$ cat config.mk
export PLATFORM = sky130hd
export DESIGN_NAME = lcm_mac
export DESIGN_NICKNAME = d
export VERILOG_FILES = /design/src/rtl/lcm_pkg.sv /design/src/rtl/lcm_mac.sv
export SDC_FILE = /design/constraint.sdc
export NUM_CORES = 2
export LEC_CHECK = 0
export ABC_CLOCK_PERIOD_IN_PS = 19010
export BUFFER_PORTS_ARGS = -buffer_cell sky130_fd_sc_hd__buf_2
export CAP_MARGIN = 20
export CORE_ASPECT_RATIO = 0.8
export CORE_MARGIN = 3
export CORE_UTILIZATION = 55
export CTS_BUF_LIST = sky130_fd_sc_hd__clkbuf_2
export DETAILED_ROUTE_END_ITERATION = 12
export HOLD_SLACK_MARGIN = 0.15
export PLACE_DENSITY = 0.79
export SLEW_MARGIN = 10
export SYNTH_ARGS = -nofsm -noshare
export SYNTH_HDL_FRONTEND = slang
export SYNTH_SLANG_ARGS = --single-unit
$ cat constraint.sdc
create_clock -name i_clk -period 19.01 [get_ports i_clk]
set_input_delay 5.703 -clock i_clk [delete_from_list [all_inputs] [get_ports i_clk]]
set_output_delay 5.703 -clock i_clk [all_outputs]
set_load 0.05 [all_outputs]
$ cat src/rtl/lcm_pkg.sv
// Shared types and constants for the min-hull tree with rollback.
`default_nettype none
package lcm_pkg;
    localparam int KIND_W  = 3;
    localparam int POS_W   = 10;
    localparam int X_W     = 32;
    localparam int ICPT_W  = 48;
    localparam int SLOPE_W = 32;
    localparam int TGT_W   = 13;
    localparam int MIN_W   = 64;
    localparam int CNT_W   = 13;
    localparam int NODE_IW = 64;
    localparam int LINE_W  = NODE_IW + SLOPE_W;
    localparam int MAC_W   = 66;

    typedef logic [KIND_W-1:0]         t_kind;
    typedef logic [POS_W-1:0]          t_pos;
    typedef logic signed [X_W-1:0]     t_x;
    typedef logic signed [ICPT_W-1:0]  t_icpt;
    typedef logic signed [SLOPE_W-1:0] t_slope;
    typedef logic [TGT_W-1:0]          t_tgt;
    typedef logic signed [MIN_W-1:0]   t_min;
    typedef logic [CNT_W-1:0]          t_cnt;

    typedef struct packed {
        logic signed [NODE_IW-1:0] icpt;
        logic signed [SLOPE_W-1:0] slope;
    } t_line;

    localparam t_kind KIND_CLEAR = 3'd0;
    localparam t_kind KIND_LOAD  = 3'd1;
    localparam t_kind KIND_ADD   = 3'd2;
    localparam t_kind KIND_QUERY = 3'd3;
    localparam t_kind KIND_UNDO  = 3'd4;

    localparam logic STATUS_OK      = 1'b0;
    localparam logic STATUS_REFUSED = 1'b1;

    localparam logic signed [NODE_IW-1:0] BIG_VALUE = 64'sd1000000000000000000;
endpackage
`default_nettype wire

$ cat src/rtl/lcm_mac.sv
// Registered multiply followed by add: o_sum = x*m + d.
`default_nettype none
module lcm_mac (
    input  wire logic                            i_clk,
    input  wire logic signed [lcm_pkg::X_W-1:0]  i_x,
    input  wire logic signed [lcm_pkg::X_W:0]    i_m,
    input  wire logic signed [lcm_pkg::MAC_W-1:0] i_d,
    output logic      signed [lcm_pkg::MAC_W-1:0] o_sum
);
    import lcm_pkg::*;
    logic signed [2*X_W:0]   w_prod;
    logic signed [2*X_W:0]   r_prod;
    logic signed [MAC_W-1:0] r_d;

    assign w_prod = i_x * i_m;

    always_ff @(posedge i_clk) begin
        r_prod <= w_prod;
        r_d    <= i_d;
    end

    assign o_sum = r_prod + r_d;
endmodule
`default_nettype wire

==> run metrics <==
Total Routing Usage GR=29.4%; worst-case clock buffer depth=2; # fillers=6522; Nets=6122; Reg clk slew, reported paths=0.21 ns; Initial Utilization=56.0%; Setup TNS Final=0 ns; routability cong.=0.959; Min-Delay Path Class=input pin to flip-flop; CP max FO=33; largest net degree at the start of global routing=34; clock sink count=131; Cell variety after synth=78; WP data required=19.66 ns; synth warn=0; post-CTS sizing=0; CTS H-tree lvls=4; TritonCTS Buffers=17; die area=82500 um2; slew margin rel.=36.1%; first-pass GRT wire length=189000 um; detailed placer's ending HPWL=94600 um; status=completed; Post-Route WL=118000 um; hold_buf cts=0; drt drc=0; crit path launch type=input pin; Most used DFF post-synth=dfxtp_1; synth-to-layout area growth=3.82%; layout cells sized above 1=5.78%; syn_nets=6130; I/O Pins=198; Vias=31600; CTS tree=built; max-slew violations=0; postcts setup bufs=0; EDFF count, synth=0; Rows=91; Die H=258 um; GRT overflow=0; Tmin final=13.62 ns; clk root buf=clkbuf_2; Setup CP Type=input pin to flip-flop; fmax=73.4 MHz; Syn Inst Count=4634; remaining antenna violation count=0; vias in the first global route=33700; synthesis-stage register bit count=131; Port-buffer cells=197; core area=77800 um2; Worst-Margin Slew=0.959 ns; syn avg cell area=9.39 um2; Die W=320 um; Detailed Routing Iterations Pass 1=5; CP Capture Type=flip-flop; unrepaired setup endpoints after global routing=false; Post-Synthesis Cell Area=43500 um2; Final setup violation count=0; Avg Vias per Cell=5.58; max cap viols=0; Arr. time, crit path=14.27 ns; initial drt markers=2902; antenna violations before repair=7; Async SR Flop Fraction=0%; Wirelength per Cell=20.8 um; fin crit share=71.6%; Fin. Hold Viols=0; Seq/Total Area, Yosys=6.03%
[path summary, 6_finish.rpt]
check,from,end,slack [ns],depth (start not counted)
hold / removal,i_d[8],r_d[8]$_DFF_P_,5.06,1
setup / recovery,i_x[5],r_prod[64]$_DFF_P_,5.39,26
[per-stage QoR]
| step | worst slack, ns | cells | utilization, % | hold WS [ns] | instance area, um2 |
|---|---|---|---|---|---|
| finish | 5.39 | 5663 | 58.1 | 5.06 | 45200 |
| global placement | 4.94 | 5629 | 57.8 | 5.81 | 44900 |
| detailed placement | 4.71 | 5629 | 57.8 | 5.81 | 44900 |
| CTS | 5.56 | 5660 | 58.1 | 4.95 | 45200 |
| global route | 5.08 | 5663 | 58.1 | 4.92 | 45200 |
| floorplan | 5.87 | 4634 | - | 5.73 | 43500 |
[placed cells by master, fill, tap and decap left out, types with 7 or more instances in the layout]
master | synthesis | final
o21a_1 | 13 | 13
nand3_1 | 24 | 24
nand4_1 | 23 | 23
o211ai_1 | 8 | 8
o31ai_1 | 11 | 11
nand2b_1 | 18 | 18
o21ai_0 | 56 | 56
nor2_1 | 92 | 92
dfxtp_1 | 131 | 131
or2_2 | 8 | 8
xor2_1 | 43 | 43
fa_1 | 1113 | 1113
and3_1 | 14 | 14
a21o_1 | 75 | 75
o21bai_1 | 22 | 22
a21oi_1 | 130 | 130
xnor2_1 | 89 | 89
nor2b_1 | 15 | 15
clkbuf_2 | 0 | 18
nor3_1 | 16 | 16
inv_1 | 1018 | 1018
a211oi_1 | 16 | 16
buf_2 | 5 | 197
ha_1 | 251 | 251
a31oi_1 | 13 | 13
and2_1 | 545 | 545
a41oi_1 | 7 | 7
nand2_1 | 565 | 565
[metal layers]
metal | vias up | global-route usage [%] | share of wire, %
met5 | - | 1.11 | 0.12
met4 | 4 | 5.35 | 1.5
met3 | 145 | 13.6 | 16
met2 | 1861 | 41.0 | 41
met1 | 15900 | 42.3 | 42
li1 | 13700 | - | -
[sequential cells by signal (all words and copies together) (netlist names)]
register / cells
r_d: 66
r_prod: 65
[cell usage after synthesis, types with 6 or more instances]
library cell	instances	area, um2
a31oi_1	13	81.3
nand2_1	565	2120
nor3_1	16	80.1
xor2_1	43	377
nand4_1	23	144
ha_1	251	3140
nor2_1	92	345
o31ai_1	11	82.6
inv_1	1018	3820
o211ai_1	8	60.1
o21a_1	13	97.6
xnor2_1	89	780
dfxtp_1	131	2620
a41oi_1	7	61.3
and4_1	6	52.6
o21ai_0	56	280
nor2b_1	15	93.8
nand2b_1	18	113
a21o_1	75	563
o21bai_1	22	165
clkbuf_1	219	822
a211oi_1	16	120
and2_1	545	3410
or2_2	8	50.1
fa_1	1113	22300
nand3_1	24	120
and3_1	14	87.6
a21oi_1	130	651
[worst max-delay path, cell delays in order]
cell and delay (ns):
buf_2 0.62, nand2_1 0.27, inv_1 0.15, fa_1 0.40
inv_1 0.23, fa_1 0.46, inv_1 0.22, fa_1 0.49
fa_1 0.82, inv_1 0.37, fa_1 0.57, inv_1 0.06
fa_1 0.49, fa_1 0.49, inv_1 0.05, fa_1 0.50
inv_1 0.04, ha_1 0.40, nand3_1 0.19, or2_2 0.37
nor3_1 0.33, nor4_2 0.09, o21bai_2 0.28, o31ai_4 0.13
o41ai_2 0.37, xnor2_1 0.16
[layout make-up]
type / instances / area (um2) / area share (%)
timing repair buffer: 201 / 1020 / 2.27
sequential: 131 / 2620 / 5.81
tap: 1023 / 1280 / 2.83
inverter: 1019 / 3820 / 8.47
antenna: 2 / 5.00 / 0.0111
clock inverter: 13 / 139 / 0.307
clock buffer: 18 / 90.1 / 0.199
multi-input combinational: 3256 / 36200 / 80.1
[cell families (layout without fill, tap and decap cells)]
family	after synthesis	count (layout)	share of synthesized area, %
AO/OA/AOI/OAI	411	411	6.44
XOR/XNOR	132	132	2.66
adder cells (fa/ha/maj)	1364	1364	58.4
buffers and inverters	1247	1251	10.8
flip-flops	131	131	6.03
multiplexers	1	1	0.0259
other	0	2	0
AND/OR/NAND/NOR	1348	1348	15.6
Power is left out: the tool's default activity adds up to more than one toggle a clock period on the data nets, which glitch-free logic cannot reach.
